`src/sv/assert_macros.svh`:
```
// ============================================================================
// Assertion macros
// Shared concurrent assertion wrappers for the RTL.
// ============================================================================
`ifndef ASSERT_MACROS_SVH
`define ASSERT_MACROS_SVH
`ifndef ASSERT_OFF
`define ASSERT_IMPL(label, clk, rstn, prop) \
    label: assert property (@(posedge clk) disable iff (!rstn) prop) \
        else $error("assertion failed");
`define ASSERT_NORST(label, clk, prop) \
    label: assert property (@(posedge clk) prop) else $error("assertion failed");
`else
`define ASSERT_IMPL(label, clk, rstn, prop)
`define ASSERT_NORST(label, clk, prop)
`endif
`endif

```
`src/sv/pidw_pkg.sv`:
```
// ============================================================================
// pidw_pkg
// Types, constants and helpers for the palette inverse-distance weighting core.
// ============================================================================
package pidw_pkg;
    localparam int ENTRY_COUNT = 5;
    localparam int IDX_W = 3;
    localparam int SHARE_FRACTION_BITS = 16;
    localparam int SQ_W = 18;
    localparam int RAD_W = 34;             // sq << 16
    localparam int ROOT_W = 17;
    localparam int DEN_W = 17;
    localparam int W_W = 28;               // 2^32 / 26 < 2^28
    localparam int TOT_W = 31;
    localparam int SNUM_W = W_W + SHARE_FRACTION_BITS;
    localparam int SQ_STEPS = RAD_W / 2;   // 17
    localparam int RC_STEPS = 33;          // quotient bits of 2^32 / den
    localparam int SH_STEPS = SNUM_W;      // quotient bits of share
    localparam logic [DEN_W-1:0] OFFSET_Q8 = 17'd26;
    localparam logic [15:0] SHARE_MAX = 16'hFFFF;

    localparam logic [23:0] PAL_RESET [ENTRY_COUNT] = '{
        24'hFFFFFF, 24'hE30022, 24'h3F00FF, 24'hFFE300, 24'h654321
    };

    typedef struct packed {
        logic [7:0] r;
        logic [7:0] g;
        logic [7:0] b;
    } rgb_t;

    typedef logic [W_W-1:0] weight_t;
endpackage

```
`src/sv/pidw_div_cell.sv`:
```
// ============================================================================
// pidw_div_cell
// One restoring-division step: shift in a numerator bit, trial subtract.
// ============================================================================
module pidw_div_cell (
    input  logic                        aclk,
    input  logic                        en,
    input  logic [pidw_pkg::SNUM_W-1:0] num_in,
    input  logic [pidw_pkg::TOT_W:0]    rem_in,
    input  logic [pidw_pkg::SNUM_W-1:0] quo_in,
    input  logic [pidw_pkg::TOT_W-1:0]  dvs_in,
    output logic [pidw_pkg::SNUM_W-1:0] num_out,
    output logic [pidw_pkg::TOT_W:0]    rem_out,
    output logic [pidw_pkg::SNUM_W-1:0] quo_out,
    output logic [pidw_pkg::TOT_W-1:0]  dvs_out
);
    import pidw_pkg::*;

    logic [TOT_W+1:0] rem_sh;
    logic [TOT_W:0] rem_next;
    logic bit_next;
    logic [SNUM_W-1:0] num_reg;
    logic [TOT_W:0] rem_reg;
    logic [SNUM_W-1:0] quo_reg;
    logic [TOT_W-1:0] dvs_reg;

    always_comb begin
        rem_sh = {rem_in, num_in[SNUM_W-1]};
        if (rem_sh >= {2'b00, dvs_in}) begin
            rem_next = (TOT_W+1)'(rem_sh - {2'b00, dvs_in});
            bit_next = 1'b1;
        end else begin
            rem_next = (TOT_W+1)'(rem_sh);
            bit_next = 1'b0;
        end
    end

    always_ff @(posedge aclk) begin
        if (en) begin
            num_reg <= {num_in[SNUM_W-2:0], 1'b0};
            rem_reg <= rem_next;
            quo_reg <= {quo_in[SNUM_W-2:0], bit_next};
            dvs_reg <= dvs_in;
        end
    end

    assign num_out = num_reg;
    assign rem_out = rem_reg;
    assign quo_out = quo_reg;
    assign dvs_out = dvs_reg;
endmodule

```
`config.mk`:
```
export PLATFORM = sky130hd
export DESIGN_NAME = pidw_div_cell
export DESIGN_NICKNAME = d
export VERILOG_FILES = /design/src/sv/assert_macros.svh /design/src/sv/pidw_pkg.sv /design/src/sv/pidw_div_cell.sv
export SDC_FILE = /design/constraint.sdc
export NUM_CORES = 1
export LEC_CHECK = 0
export BUFFER_PORTS_ARGS = -buffer_cell sky130_fd_sc_hd__buf_2
export CAP_MARGIN = 20
export CORE_MARGIN = 4
export CORE_UTILIZATION = 48
export CTS_CLUSTER_DIAMETER = 50
export DETAILED_ROUTE_END_ITERATION = 16
export MAX_ROUTING_LAYER = met4
export PLACE_DENSITY = 0.81
export SYNTH_ARGS = -nofsm -noshare
export SYNTH_HDL_FRONTEND = slang
export SYNTH_SLANG_ARGS = --single-unit
```
`constraint.sdc`:
```
create_clock -name aclk -period 3.2 [get_ports aclk]
set_input_delay 0.16 -clock aclk [delete_from_list [all_inputs] [get_ports aclk]]
set_output_delay 0.16 -clock aclk [all_outputs]
set_load 0.05 [all_outputs]
```
======== After elaboration in Yosys (flattened, before gate mapping) ========
Cells that the tools add are included.
cells by class
  add/subtract/negate cells ............... 1
  muxes and demuxes ....................... 2
  magnitude comparators ................... 1
operators with widths
  kind              number
  $ge A33 B31 Y1    1
  $mux W32          1
  $sub A32 B31 Y32  1
  $mux W1           1
storage, ports and cells
  bits in registers ....................... 150
  input bits .............................. 153
  word-level logic and storage cells ...... 8

======== Logic depth before layout (Yosys ltp) ========
  word-level depth ........................ 2
  mapped depth ............................ 12

======== Worst setup path after synthesis ========
Ideal clock, no wire load.
  path type ............................... input-to-reg
  start point ............................. input num_in[43] (netlist name)
  end point ............................... register rem_reg[30], in the netlist rem_out[30] (data pin)
  data required time ...................... 2.940 ns
  arrival time ............................ 2.189 ns
  slack ................................... 0.751 ns
  library setup time ...................... 0.260 ns
  stages .................................. 10
  buffers on the path ..................... 0
  cell sequence ........................... inv_1 > ha_1 > fa_1 > and2b_1 > o2111ai_2 > a2111oi_0 > nor3_1 > a21oi_2 > mux2i_1 > mux2_4
between the ends
  longest elaborated chain between the ends .. 2
ends and longest elaborated chain
  element                                                    line                                      text
  start, declared                                            pidw_div_cell.sv:8                        input logic [pidw_pkg::SNUM_W-1:0] num_in,
  $sub A32 B31 Y32 / $ge A33 B31 Y1 (equally long branches)  pidw_div_cell.sv:30, pidw_div_cell.sv:29
  $mux W32 (*)                                               pidw_div_cell.sv:29                       if (rem_sh >= {2'b00, dvs_in}) begin
  via rem_next[30]                                           pidw_div_cell.sv:20                       logic [TOT_W:0] rem_next;
  end signal, assigned                                       pidw_div_cell.sv:41                       rem_reg <= rem_next;
  end, declared                                              pidw_div_cell.sv:23                       logic [TOT_W:0] rem_reg;
The timed path passes the listed nets; every way through them passes the cells marked *.
A chain may end at the register's enable or synchronous reset.

======== Worst setup path after layout ========
  start point ............................. input dvs_in[0] (netlist name)
  end point ............................... register rem_reg[30], in the netlist rem_out[30] (data pin)
between the ends
  longest elaborated chain between the ends .. 2
ends and longest elaborated chain
  element                                                    line                                      text
  start, declared                                            pidw_div_cell.sv:11                       input logic [pidw_pkg::TOT_W-1:0] dvs_in,
  $sub A32 B31 Y32 / $ge A33 B31 Y1 (equally long branches)  pidw_div_cell.sv:30, pidw_div_cell.sv:29
  $mux W32 (*)                                               pidw_div_cell.sv:29
  via rem_next[30]                                           pidw_div_cell.sv:20
Marked as above.

==> implementation parameters <==
Parameter                              Value

Run status
  Outcome    complete, no violations

Worst setup path
  Data required time at the worst endpoint    about 3400 ps
  Crit-path cells    dlygate4sd3_1 > buf_2 > ha_1 > fa_1 > and2b_1 > o2111ai_2 > a2111oi_0 > nor3_1 > a21oi_2 > mux2i_1 > mux2_4
  Critical Path AT    about 3200 ps
  Buffering stage count on the worst path with inverters included    2
  Critical path endpoint category    flip-flop
  Kind of launch point of the worst setup path    primary input
  Launch point of the worst path    dvs_in[0]
  Delay of the slowest critical-path stage    between 500 and 600 ps
  Crit path max-delay family    compound AO/OA/AOI/OAI gates
  Critical path peak fanout    4
  Critical Path Slowest Stage Cell    sky130_fd_sc_hd__dlygate4sd3_1
  Type of the worst setup path    primary input to flip-flop

Final layout
  Layout cells sized above 1    0.387
  Fraction of the core area covered by cells at the end of the flow    0.737
  Nets    1127
  Area overhead of the layout relative to synthesis    48.3%

Routing
  Post-DR vias/cell    5.22
  Number of optimization iterations in the first detailed-route pass    5
  Detail-routed net length per standard cell    roughly 20 um
  Remaining routing DRC violations    0
  Number of vias in the routed layout    approximately 6000
  Violation count after the first detailed-route iteration    347
  Post-DRT Antenna Nets    0
  Wirelength, routed    roughly 23000 um

Hold path
  Path category of the worst min-delay check    primary input to flip-flop
  Hold Startpoint    rem_in[6]

Place
  Hpwl dp    approximately 15000 um
  Number of buffers added on ports    roughly 300
  Final weighted congestion in routability-driven placement    ~0.9

Synth
  Synthesized cell area    7010 sq um
  Number of enable-type register cells in the synthesized netlist    150
  Share of flip-flops with an asynchronous set or reset    0
  Synthesized instance count    between 500 and 600
  Yosys cell types    58
  Warning count from the yosys run    0
  Prevailing post-synth register cell    sky130_fd_sc_hd__edfxtp_1
  Sequential cell area fraction in the yosys report    0.643
  Nets in the synthesized netlist    710
  Number of synthesized register bits    150
  Mean cell area of the mapped netlist    13.3 sq um

Timing
  Number of setup violations in the final report    0
  Crit path time final    2990 ps
  Setup repair after global routing missed its margin    no
  Relative slew slack    0.565
  Part of the cycle the worst path needs    0.935
  Transition time at the pin with the least slew margin    648 ps
  Maximum operating frequency    around 0.33 GHz
  Pins over their slew limit    0
  Setup total negative slack    0 ps
  Final count of hold timing violations    0

Floorplan
  Starting density of the core    0.497
  Core region area    around 14000 sq um
  Y dimension of the die    around 130 um
  Horizontal die dimension    ~130 um
  Number of core rows    between 40 and 50
  Die ar.    16600 sq um
  Count of boundary I/O pins    about 300

Power and ir drop
  Worst voltage drop across the vdd grid    0.348 mV
  Total leakage power    roughly 0.0045 uW
  Power per standard cell area    approximately 600 nW/um^2

Global route
  Number of global-route vias before repair    6079
  Initial antenna violation count    1
  Global-route wire length before repair    34200 um
  Sum of overflow across all layers after global routing    0
  All-Layer GR Usage    0.282
  Pin count of the biggest net entering global routing    between 70 and 80

Run
  Total of max-cap violations    0

Clock network
  Number of clock sinks    150
  Cell at the root of the clock tree    sky130_fd_sc_hd__clkbuf_16
  Number of buffers created by CTS    17
  Post-CTS setup buffers    0
  Clock tree from TritonCTS    done
  Clock buffer depth    2
  Worst-path clk slew    60 ps
  H-tree depth    4
## power breakdown
group          total [uW]  leakage [uW]  internal [uW]  switching [uW]
Combinational        1710       0.00279            527            1180
Clock                1950      0.000276           1090             865
Sequential           2460       0.00147           2400            59.6
## sequential cells by signal, indices dropped and copies added, names as in the netlist
signal   count
num_out     43
quo_out     44
rem_out     32
dvs_out     31
## layout by cell type (no fill, tap or decap), types with 5 or more instances in the layout
master	instances
sky130_fd_sc_hd__mux2_4	7
sky130_fd_sc_hd__o21ai_0	17
sky130_fd_sc_hd__o21bai_1	5
sky130_fd_sc_hd__edfxtp_1	150
sky130_fd_sc_hd__buf_2	300
sky130_fd_sc_hd__ha_1	31
sky130_fd_sc_hd__clkbuf_16	17
sky130_fd_sc_hd__nor2_1	45
sky130_fd_sc_hd__a21oi_2	12
sky130_fd_sc_hd__nor3_1	5
sky130_fd_sc_hd__a21oi_1	49
sky130_fd_sc_hd__inv_1	39
sky130_fd_sc_hd__nand4_1	15
sky130_fd_sc_hd__nand2_1	29
sky130_fd_sc_hd__xnor2_1	23
sky130_fd_sc_hd__xor2_1	7
sky130_fd_sc_hd__a21o_1	6
sky130_fd_sc_hd__dlygate4sd3_1	117
sky130_fd_sc_hd__o21a_1	9
sky130_fd_sc_hd__inv_6	5
## routing by layer
metal,up-vias,share of wire,global-route usage
met5,-,0,-
met4,0,0.041,0.132
met3,74,0.073,0.0602
met2,310,0.52,0.484
met1,2765,0.37,0.312
li1,2781,-,-
## synthesized netlist by cell type (all sizes together), types with 5 or more instances
cell	instances	share of area
edfxtp	150	0.64
a21oi	61	0.050
nor2	48	0.027
inv	39	0.021
ha	31	0.055
nand2	30	0.016
xnor2	23	0.029
buf	21	0.022
o21ai	17	0.012
nand4	15	0.013
o21a	9	0.0096
a21o	7	0.0077
mux2	7	0.015
xor2	7	0.0088
nor3	6	0.0050
o21bai	5	0.0054
## worst paths after layout
path | endpoint | slack (ps) | cells after the start
max | rem_out[30] | 210 | 11
min | rem_out[7] | 60 | 2
## through the flow
stage          setup WS (ps)  std cells  power, uW  hold slack (ps)  area (sq um)
3_5_place_dp             326        986       4050              338          8650
2_1_floorplan            751        525       3630              259          7010
5_1_grt                 21.7       1136       6350             46.0         10400
4_1_cts                  213       1135       6080             47.9         10400
3_3_place_gp             379        986       4020              336          8650
6_report                 209       1137       6120             56.5         10400
## cells by family (layout without fill, tap and decap cells)
logic type / count (synthesis) / count (layout) / synth area share
xor gates and xnor gates: 30 / 30 / 0.0375
DFF: 150 / 150 / 0.643
adders and majority gates: 32 / 32 / 0.0582
and+or+nand+nor: 113 / 113 / 0.0741
muxes: 8 / 8 / 0.0164
AOI/OAI and AO/OA: 128 / 128 / 0.126
buffers and inverters: 63 / 493 / 0.0446
other: 1 / 3 / 0.000535
## repair_timing
| action | in CTS | in global routing |
|---|---|---|
| hold buffers | 117 | 0 |
| endpoints found under the hold margin | 117 | 0 |
| resized for setup | 0 | 0 |
## cell type report
class / count / area (sq um)
flip-flops and latches: 150 / 4500
inverters: 39 / 146
multi-input cells: 312 / 2190
well taps: 180 / 225
clock buffers: 17 / 425
clock inverters: 15 / 143
fillers: 908 / 3710
diodes: 2 / 5.00
repair buffers: 422 / 2750
(Power assumes the default switching activity.)
