File: src/sv/assert_macros.svh
// ============================================================================
// Assertion macros
// Shared concurrent assertion wrappers for the RTL.
// ============================================================================
`ifndef ASSERT_MACROS_SVH
`define ASSERT_MACROS_SVH
`ifndef ASSERT_OFF
`define ASSERT_IMPL(label, clk, rstn, prop) \
    label: assert property (@(posedge clk) disable iff (!rstn) prop) \
        else $error("assertion failed");
`define ASSERT_NORST(label, clk, prop) \
    label: assert property (@(posedge clk) prop) else $error("assertion failed");
`else
`define ASSERT_IMPL(label, clk, rstn, prop)
`define ASSERT_NORST(label, clk, prop)
`endif
`endif

File: src/sv/pidw_pkg.sv
// ============================================================================
// pidw_pkg
// Types, constants and helpers for the palette inverse-distance weighting core.
// ============================================================================
package pidw_pkg;
    localparam int ENTRY_COUNT = 5;
    localparam int IDX_W = 3;
    localparam int SHARE_FRACTION_BITS = 16;
    localparam int SQ_W = 18;
    localparam int RAD_W = 34;             // sq << 16
    localparam int ROOT_W = 17;
    localparam int DEN_W = 17;
    localparam int W_W = 28;               // 2^32 / 26 < 2^28
    localparam int TOT_W = 31;
    localparam int SNUM_W = W_W + SHARE_FRACTION_BITS;
    localparam int SQ_STEPS = RAD_W / 2;   // 17
    localparam int RC_STEPS = 33;          // quotient bits of 2^32 / den
    localparam int SH_STEPS = SNUM_W;      // quotient bits of share
    localparam logic [DEN_W-1:0] OFFSET_Q8 = 17'd26;
    localparam logic [15:0] SHARE_MAX = 16'hFFFF;

    localparam logic [23:0] PAL_RESET [ENTRY_COUNT] = '{
        24'hFFFFFF, 24'hE30022, 24'h3F00FF, 24'hFFE300, 24'h654321
    };

    typedef struct packed {
        logic [7:0] r;
        logic [7:0] g;
        logic [7:0] b;
    } rgb_t;

    typedef logic [W_W-1:0] weight_t;
endpackage

File: src/sv/pidw_sqrt_cell.sv
// ============================================================================
// pidw_sqrt_cell
// One bit-pair step of a restoring integer square root, registered.
// ============================================================================
module pidw_sqrt_cell (
    input  logic                           aclk,
    input  logic                           en,
    input  logic [pidw_pkg::RAD_W-1:0]     rem_in,
    input  logic [pidw_pkg::ROOT_W-1:0]    root_in,
    input  logic [pidw_pkg::RAD_W-1:0]     rad_in,
    output logic [pidw_pkg::RAD_W-1:0]     rem_out,
    output logic [pidw_pkg::ROOT_W-1:0]    root_out,
    output logic [pidw_pkg::RAD_W-1:0]     rad_out
);
    import pidw_pkg::*;

    logic [RAD_W+1:0] rem_sh;
    logic [RAD_W+1:0] trial;
    logic [RAD_W-1:0] rem_next;
    logic [ROOT_W-1:0] root_next;
    logic [RAD_W-1:0] rem_reg;
    logic [ROOT_W-1:0] root_reg;
    logic [RAD_W-1:0] rad_reg;

    always_comb begin
        rem_sh = {rem_in, rad_in[RAD_W-1 -: 2]};
        trial = {{(RAD_W-ROOT_W){1'b0}}, root_in, 2'b01};
        if (rem_sh >= trial) begin
            rem_next = RAD_W'(rem_sh - trial);
            root_next = {root_in[ROOT_W-2:0], 1'b1};
        end else begin
            rem_next = RAD_W'(rem_sh);
            root_next = {root_in[ROOT_W-2:0], 1'b0};
        end
    end

    always_ff @(posedge aclk) begin
        if (en) begin
            rem_reg <= rem_next;
            root_reg <= root_next;
            rad_reg <= {rad_in[RAD_W-3:0], 2'b00};
        end
    end

    assign rem_out = rem_reg;
    assign root_out = root_reg;
    assign rad_out = rad_reg;
endmodule

File: config.mk
export PLATFORM = sky130hd
export DESIGN_NAME = pidw_sqrt_cell
export DESIGN_NICKNAME = d
export VERILOG_FILES = /design/src/sv/assert_macros.svh /design/src/sv/pidw_pkg.sv /design/src/sv/pidw_sqrt_cell.sv
export SDC_FILE = /design/constraint.sdc
export NUM_CORES = 1
export LEC_CHECK = 0
export BUFFER_PORTS_ARGS = -buffer_cell sky130_fd_sc_hd__buf_2
export CAP_MARGIN = 10
export CORE_MARGIN = 2
export CORE_UTILIZATION = 43
export CTS_CLUSTER_SIZE = 28
export DETAILED_ROUTE_END_ITERATION = 16
export PLACE_DENSITY_LB_ADDON = 0.12
export SLEW_MARGIN = 10
export SYNTH_ARGS = -nofsm -noshare
export SYNTH_HDL_FRONTEND = slang
export SYNTH_SLANG_ARGS = --single-unit
File: constraint.sdc
create_clock -name aclk -period 2.28 [get_ports aclk]
set_input_delay 0.114 -clock aclk [delete_from_list [all_inputs] [get_ports aclk]]
set_output_delay 0.114 -clock aclk [all_outputs]
set_load 0.005 [all_outputs]
# Word-level counts from Yosys, hierarchy flattened
# Index checks and enable logic that the tools add are counted.
# word_totals
output_inout_bits	85
inputBits	87
register_bits	83
# op_classes
addsub	1
order_cmp	1
mux	2
# ops
operator	count
>= comparator 36 x 19 -> 1 bit	1
two-way mux 34 bit	1
subtractor 34 x 19 -> 34 bit	1
two-way mux 1 bit	1

# Depth between registers and ports, before layout
# Gate-level depths: netlist of the first run.
# logic_depth
word_depth	2
ltp_mapped	12
mapped_depth_nobuf	10

# Worst setup path before layout of the first run
# No wires, ideal clock.
# synth_timing
path_kind	input port to flip-flop
startpoint	input root_in[5] (netlist bit)
endpoint	register rem_reg[26] (netlist: rem_out[26]), data pin
cell_stages	11
t_arrival_ns	2.065
slack_ns	-0.057
cell_sequence	inv_1 -> ha_1 -> clkbuf_1 -> a21oi_1 -> nand2_1 -> o211ai_1 -> a21boi_0 -> or3b_2 -> clkbuf_1 -> nor4_1 -> xor2_1
# synth_between
elab_chain_cells	2
word_cells_on_any_way	3
cone_classes	add/sub (1); order compare (1); mux (1)
# synth_rtl
element	line_no	text
start, declared	pidw_sqrt_cell.sv:9	input logic [pidw_pkg::ROOT_W-1:0] root_in,
subtractor 34 x 19 -> 34 bit / >= comparator 36 x 19 -> 1 bit (equally long branches)	pidw_sqrt_cell.sv:29, pidw_sqrt_cell.sv:28	
two-way mux 34 bit *	pidw_sqrt_cell.sv:28	if (rem_sh >= trial) begin
via rem_next[26]	pidw_sqrt_cell.sv:19	logic [RAD_W-1:0] rem_next;
end signal, assigned	pidw_sqrt_cell.sv:39	rem_reg <= rem_next;
end, declared	pidw_sqrt_cell.sv:21	logic [RAD_W-1:0] rem_reg;
# Mark *: on every way through the listed nets, which the timed path passes. The rest lies on a longest branch.
# A chain may end at the register's enable or synchronous reset.

# Worst setup path in the final report of the first run
# layout_timing
startpoint	input rem_in[26] (netlist bit)
endpoint	register rem_reg[29] (netlist: rem_out[29]), data pin
# layout_between
elab_chain_cells	2
word_cells_on_any_way	3
cone_classes	add/sub (1); order compare (1); mux (1)
# layout_rtl
element	line_no	text
start, declared	pidw_sqrt_cell.sv:8	input logic [pidw_pkg::RAD_W-1:0] rem_in,
subtractor 34 x 19 -> 34 bit / >= comparator 36 x 19 -> 1 bit (equally long branches)	pidw_sqrt_cell.sv:29, pidw_sqrt_cell.sv:28	
two-way mux 34 bit *	pidw_sqrt_cell.sv:28	
via rem_next[29]	pidw_sqrt_cell.sv:19	
# Marked as above.

==> results by group, run 1 <==
GRT
  – First-pass GRT wire length: 15.9 mm
  – Initial antenna violation count: 0
  – Total grt overflow: 0
  – GRT Util Overall: 19.9%
  – Largest net degree at the start of global routing: 41
  – Number of global-route vias before repair: 3411
  – Grt met2 use: 36.8%
  – Grt met1 use: 23.3%
  – Met3 usage: 4.76%
  – Grt peak-use layer: met2

Power
  – Internal power: 2.90 mW
  – Sw frac: 24.6%
  – Sw Pwr: 948 µW
  – Total power per unit cell area: 632 nW/µm²
  – Lkg Pwr: 2.69 nW
  – Clock share of power: 30.1%
  – Logic pwr share: 20.6%
  – Seq pwr share: 49.3%
  – Pwr Total: 3.85 mW
  – Peak supply drop: 0.327 mV

Drt
  – Detailed Routing Iterations Pass 1: 5
  – Via density: 4.90
  – ANT nets after route: 0
  – DRC Markers: 0
  – DR WL/cell: 14.5 µm
  – DR vias: 3500
  – Initial DRC Count: 107
  – Drt total wl: 10.3 mm

Die
  – Starting Density: 44.2%
  – # IOs: 172
  – Die H: 101 µm
  – Row count: 35
  – Die ar.: 10300 µm²
  – Die Wd: 101 µm
  – Core ar.: 9200 µm²

Setup path
  – Worst Path Required: 2.39 ns
  – Crit end category: flip-flop
  – Worst path max stage delay: 0.54 ns
  – Max stage delay cell, worst path: or4_4
  – Critical Path AT: 2.18 ns
  – Max FO, Critical Path: 6
  – Crit. Startpoint: rem_in[26]
  – Crit Path Class: input port to flip-flop
  – Crit-path cells: buf_2 > or4_4 > or4b_1 > a211oi_1 > nand2_1 > nor2_4 > inv_2 > and4b_1 > xor2_1
  – Critical path endpoint: rem_out[29]
  – Crit start category: input port

Cells and area
  – Synthesis-to-layout area growth: 49.6%
  – Most common cell after layout, fill and taps aside: buf_2
  – Multi-input logic area: 1450 µm²
  – Number of antenna diodes: 0
  – Util after Layout: 66.1%
  – Reg area: 2490 µm²
  – FILL cells: 725
  – Nets: 704
  – Layout cells sized above 1: 39.3%
  – Most frequent cells in the layout: 168 x buf_2, 83 x edfxtp_1, 48 x dlygate4sd3_1, 48 x buf_4, 32 x nand2_1

Clocking
  – Clock root cell: clkbuf_8
  – Post_cts resized: 0
  – TritonCTS clock tree: built
  – # hold bufs at CTS: 48
  – Total CTS buffers: 9
  – H-Tree Depth: 3
  – Sink Count: 83
  – CTS Buffer Depth: 2
  – Post-CTS setup buffer count: 0
  – Clock transition at path regs: 0.09 ns

Synth
  – Synthesized area per cell: 12.3 µm²
  – Share of flip-flops with an asynchronous set or reset: 0%
  – Share of the synthesized area in the top cell type: 61.3%
  – Cell Area, Synth: 4070 µm²
  – Flops & latches, synth: 83
  – Yosys warnings: 0
  – Leading area contributor after synthesis: edfxtp_1
  – Post-synthesis sequential area ratio: 61.3%
  – EDFF count, synth: 83
  – Yosys cell types: 46
  – Top FF cell, synth: edfxtp_1
  – Mapped Cells: 331
  – Most area-consuming cells after synthesis: edfxtp_1 61%, ha_1 5.8%, xnor2_1 3.9%

Timing
  – # setup viols final: 0
  – Final period utilization: 91.0%
  – Minimum clock period: 2.07 ns
  – Fmax: 482 MHz
  – Final Hold Fails: 0
  – RSZ-0062 raised after global routing: no
  – Max-slew violations: 0

Place
  – Detailed Place HPWL: 7.42 mm
  – Port Buffers: 169
  – GP Congestion: 0.856

Hold path
  – Hold Startpoint: rem_in[4]
  – Hold WC Path Type: input port to flip-flop

Job
  – Max cap viols: 0

Outcome
  – Status: complete, no violations
-- worst min path at each step --
stage,endpoint,depth (start not counted),slack (ns)
global placement,rad_out[27],1,0.29
finish,rem_out[6],3,0.07
detailed placement,rad_out[7],1,0.29
floorplan,rad_out[10],0,0.21
global route,rem_out[30],2,0.06
CTS,rem_out[6],3,0.05
-- logic make-up (layout without fill, tap and decap cells) --
group	after synthesis	in the layout	share of synthesized area (%)
adder cells (fa/ha/maj)	19	19	5.85
multiplexers	1	1	0.277
buffers and inverters	32	303	3.42
other	1	2	0.0922
flip-flops	83	83	61.3
XOR/XNOR	32	32	6.89
AO/OA/AOI/OAI	67	67	10.0
AND/OR/NAND/NOR	96	96	12.2
-- routing by layer --
metal | vias up | share of wire [%] | wire length [µm]
met4 | 0 | 0.84 | 87
met2 | 121 | 51 | 5300
met1 | 1621 | 41 | 4250
li1 | 1750 | - | -
met3 | 8 | 6.8 | 700
met5 | - | 0 | 0
-- layout make-up --
type / instances / share of cell area (%)
Sequential cell: 83 / 41.0
Timing Repair Buffer: 265 / 28.0
Multi-Input combinational cell: 217 / 23.8
Tap cell: 111 / 2.28
Clock buffer: 10 / 2.10
Clock inverter: 6 / 1.46
Inverter: 22 / 1.36
-- power by group through the flow --
stage	clock [mW]	sequential [mW]	combinational, mW
after floorplan	0	1.95	0.287
after global placement	0	1.93	0.718
after detailed placement	0	1.93	0.730
after CTS	1.20	1.90	0.797
after global routing	1.24	1.91	0.881
final	1.16	1.90	0.792
-- worst max-delay path: cells and delay by family --
family,cells,cell delay (ns)
AND/OR/NAND/NOR,5,1.48
AO/OA/AOI/OAI,1,0.26
buffers and inverters,2,0.19
XOR/XNOR,1,0.15
-- synth_stat cells (3+ instances only) --
cell type  number
nand2b_1        5
clkbuf_1        4
nand2_1        32
inv_1          21
or4_1           4
o211ai_1        6
and2_1          3
nor2_1         19
a21o_1          3
nand3_1         5
o21ai_1         5
o21a_1          4
o21ai_0        16
and3_1          4
xor2_1         14
edfxtp_1       83
nand4_1         5
a21oi_1        19
xnor2_1        18
a31oi_1         3
nor3_1          6
ha_1           19
nor4_1          4
-- through the flow --
| stage | instance area (µm²) | std cells | hold WS (ns) | setup WS (ns) | setup TNS, ns |
|---|---|---|---|---|---|
| after floorplan | 4080 | 332 | 0.213 | 0.0160 | 0 |
| after global routing | 6080 | 714 | 0.0624 | 0.0396 | 0 |
| after global placement | 5390 | 650 | 0.291 | -0.136 | -3.07 |
| after CTS | 6080 | 714 | 0.0490 | 0.207 | 0 |
| final | 6080 | 714 | 0.0680 | 0.206 | 0 |
| after detailed placement | 5390 | 650 | 0.292 | -0.162 | -3.77 |
-- state kept, by name (all words and copies together), names as in the netlist --
signal	count
rad_out	32
rem_out	34
root_out	17
(Power assumes the default switching activity.)
==> run 2: changes to the inputs <==
- ABC_AREA: default -> 1
- CORE_UTILIZATION: 43 -> 46
==> results by group, run 2 <==
Outcome
  – Status: complete, no violations (unchanged)

Cells and area
  – Number of antenna diodes: 0 (unchanged)
  – Most frequent cells in the layout: 172 x nand2_1, 168 x buf_2, 108 x inv_1 (was 168 x buf_2, 83 x edfxtp_1, 48 x dlygate4sd3_1, 48 x buf_4, 32 x nand2_1)
  – Max reg flops: 34 (unchanged)
  – Layout cells sized above 1: 31.8% (was 39.3%)
  – Nets: 921 (was 704)
  – Util after Layout: 62.9% (was 66.1%)
  – Non-filler cells in the finished layout: 960 (was 714)
  – Final instance area: 6790 µm² (was 6080 µm²)
  – Most common cell after layout, fill and taps aside: nand2_1 (was buf_2)
  – Synthesis-to-layout area growth: 34.4% (was 49.6%)

Timing
  – Fmax: 463 MHz (was 482 MHz)
  – RSZ-0062 raised after global routing: no (unchanged)
  – Final Hold Fails: 0 (unchanged)
  – Fin Setup TNS: 0 ns (unchanged)
  – Max-slew violations: 0 (unchanged)
  – # setup viols final: 0 (unchanged)
  – Minimum clock period: 2.16 ns (was 2.07 ns)
  – Final period utilization: 94.8% (was 91.0%)

GRT
  – Largest net degree at the start of global routing: 52 (was 41)
  – First-pass GRT wire length: 20.9 mm (was 15.9 mm)
  – Number of global-route vias before repair: 4364 (was 3411)
  – Initial antenna violation count: 0 (unchanged)
  – GRT Util Overall: 23.6% (was 19.9%)
  – Total grt overflow: 0 (unchanged)

Synth
  – Leading area contributor after synthesis: edfxtp_1 (unchanged)
  – Mapped Cells: 584 (was 331)
  – Top FF cell, synth: edfxtp_1 (unchanged)
  – Share of the synthesized area in the top cell type: 49.3% (was 61.3%)
  – EDFF count, synth: 83 (unchanged)
  – Top-count cell post-synth: nand2_1 (was edfxtp_1)
  – Top cells by count, synth: 173 x nand2_1, 108 x inv_1, 83 x edfxtp_1 (was 83 x edfxtp_1, 32 x nand2_1, 21 x inv_1)
  – Most area-consuming cells after synthesis: edfxtp_1 49%, nand2_1 13%, inv_1 8.0% (was edfxtp_1 61%, ha_1 5.8%, xnor2_1 3.9%)
  – Post-synthesis sequential area ratio: 49.3% (was 61.3%)
  – Cell Area, Synth: 5050 µm² (was 4070 µm²)
  – Yosys cell types: 32 (was 46)
  – Yosys warnings: 0 (unchanged)
  – Share of flip-flops with an asynchronous set or reset: 0% (unchanged)
  – Flops & latches, synth: 83 (unchanged)
  – Synthesized area per cell: 8.65 µm² (was 12.3 µm²)

Setup path
  – Worst Path Required: 2.40 ns (was 2.39 ns)
  – Critical Path AT: 2.28 ns (was 2.18 ns)
  – Crit end category: flip-flop (unchanged)
  – Crit start category: input port (unchanged)
  – Crit Path Class: input port to flip-flop (unchanged)
  – Max FO, Critical Path: 16 (was 6)

Place
  – Placed cell areas: 6110 µm² (was 5390 µm²)
  – Port Buffers: 169 (unchanged)
  – DP Cell Count: 896 (was 650)
  – Detailed Place HPWL: 11.0 mm (was 7.42 mm)
  – GP Congestion: 0.873 (was 0.856)

Clocking
  – Sink Count: 83 (unchanged)
  – Total CTS buffers: 9 (unchanged)
  – Clock transition at path regs: 0.10 ns (was 0.09 ns)
  – TritonCTS clock tree: built (unchanged)
  – Clock root cell: clkbuf_8 (unchanged)
  – CTS Buffer Depth: 2 (unchanged)
  – Post-CTS setup buffer count: 0 (unchanged)
  – H-Tree Depth: 3 (unchanged)

Drt
  – Initial DRC Count: 190 (was 107)
  – DRC Markers: 0 (unchanged)
  – DR WL/cell: 14.4 µm (was 14.5 µm)
  – Via density: 4.76 (was 4.90)
  – Drt total wl: 13.9 mm (was 10.3 mm)
  – Detailed Routing Iterations Pass 1: 4 (was 5)
  – DR vias: 4571 (was 3500)
  – ANT nets after route: 0 (unchanged)

Die
  – Row count: 38 (was 35)
  – Die ar.: 11800 µm² (was 10300 µm²)
  – Core ar.: 10800 µm² (was 9200 µm²)
  – Die Wd: 109 µm (was 101 µm)
  – Die H: 109 µm (was 101 µm)
  – Starting Density: 46.8% (was 44.2%)
  – # IOs: 172 (unchanged)

Job
  – Max cap viols: 0 (unchanged)

Hold path
  – Hold WC Path Type: input port to flip-flop (unchanged)
  – Hold depth: 3 (unchanged)

Power
  – Peak supply drop: 0.324 mV (was 0.327 mV)
  – Total power per unit cell area: 560 nW/µm² (was 632 nW/µm²)
  – Lkg Pwr: 3.25 nW (was 2.69 nW)
[run 2: worst paths after layout]
check,from,end
setup / recovery,root_in[15],rem_out[1]
hold / removal,rem_in[1],rem_out[3]
[run 2: power breakdown]
group | switching (mW) | internal (mW)
clock network | 0.591 | 0.413
registers | 0.0332 | 1.86
logic | 0.505 | 0.404
total | 1.13 | 2.67
[run 2: repair_timing]
| item | in CTS | in global routing |
|---|---|---|
| setup endpoints to repair | 0 | 5 |
| resized for setup | 0 | 6 |
| hold endpoints to repair | 48 | 0 |
| hold buffers | 48 | 0 |
[run 2: cell families after synthesis]
| family | share of synthesized area [%] |
|---|---|
| AOI/OAI and AO/OA | 6.78 |
| xor gates and xnor gates | 3.12 |
| adders and majority gates | 4.70 |
| buffers and inverters | 9.93 |
| DFF | 49.3 |
| other | 0.0742 |
| and+or+nand+nor | 26.1 |
[run 2: cell type report]
cell class	instances	area [µm²]
Clock buffer	9	124
Inverter	113	429
Timing Repair Buffer	225	1430
Clock inverter	7	57.6
Sequential cell	83	2490
Multi-Input combinational cell	383	2090
Tap cell	140	175
Fill cell	937	4000
[run 2: critical path: stages]
cell           delay [ns]
dlygate4sd3_1        0.54
buf_2                0.11
inv_1                0.04
ha_1                 0.35
a21oi_2              0.21
o21ai_1              0.18
a21oi_2              0.23
nand3_4              0.12
inv_6                0.13
buf_12               0.18
o21ai_2              0.06
[run 2: per-stage QoR]
stage | hold slack (ns) | setup WS, ns | total power, mW
CTS | 0.0279 | 0.124 | 3.83
global route | 0.0198 | 0.00441 | 4.01
finish | 0.0426 | 0.118 | 3.80
global placement | 0.291 | 0.276 | 2.75
detailed placement | 0.293 | 0.273 | 2.76
floorplan | 0.213 | 0.577 | 2.38
[run 2: routing by layer]
layer / global-route usage (%) / part of all wire, % / up-vias
met3: 5.02 / 6.2 / 28
met2: 40.0 / 47 / 163
met4: 7.88 / 2.5 / 0
met1: 29.9 / 44 / 2060
met5: 0 / 0 / -
li1: - / - / 2320
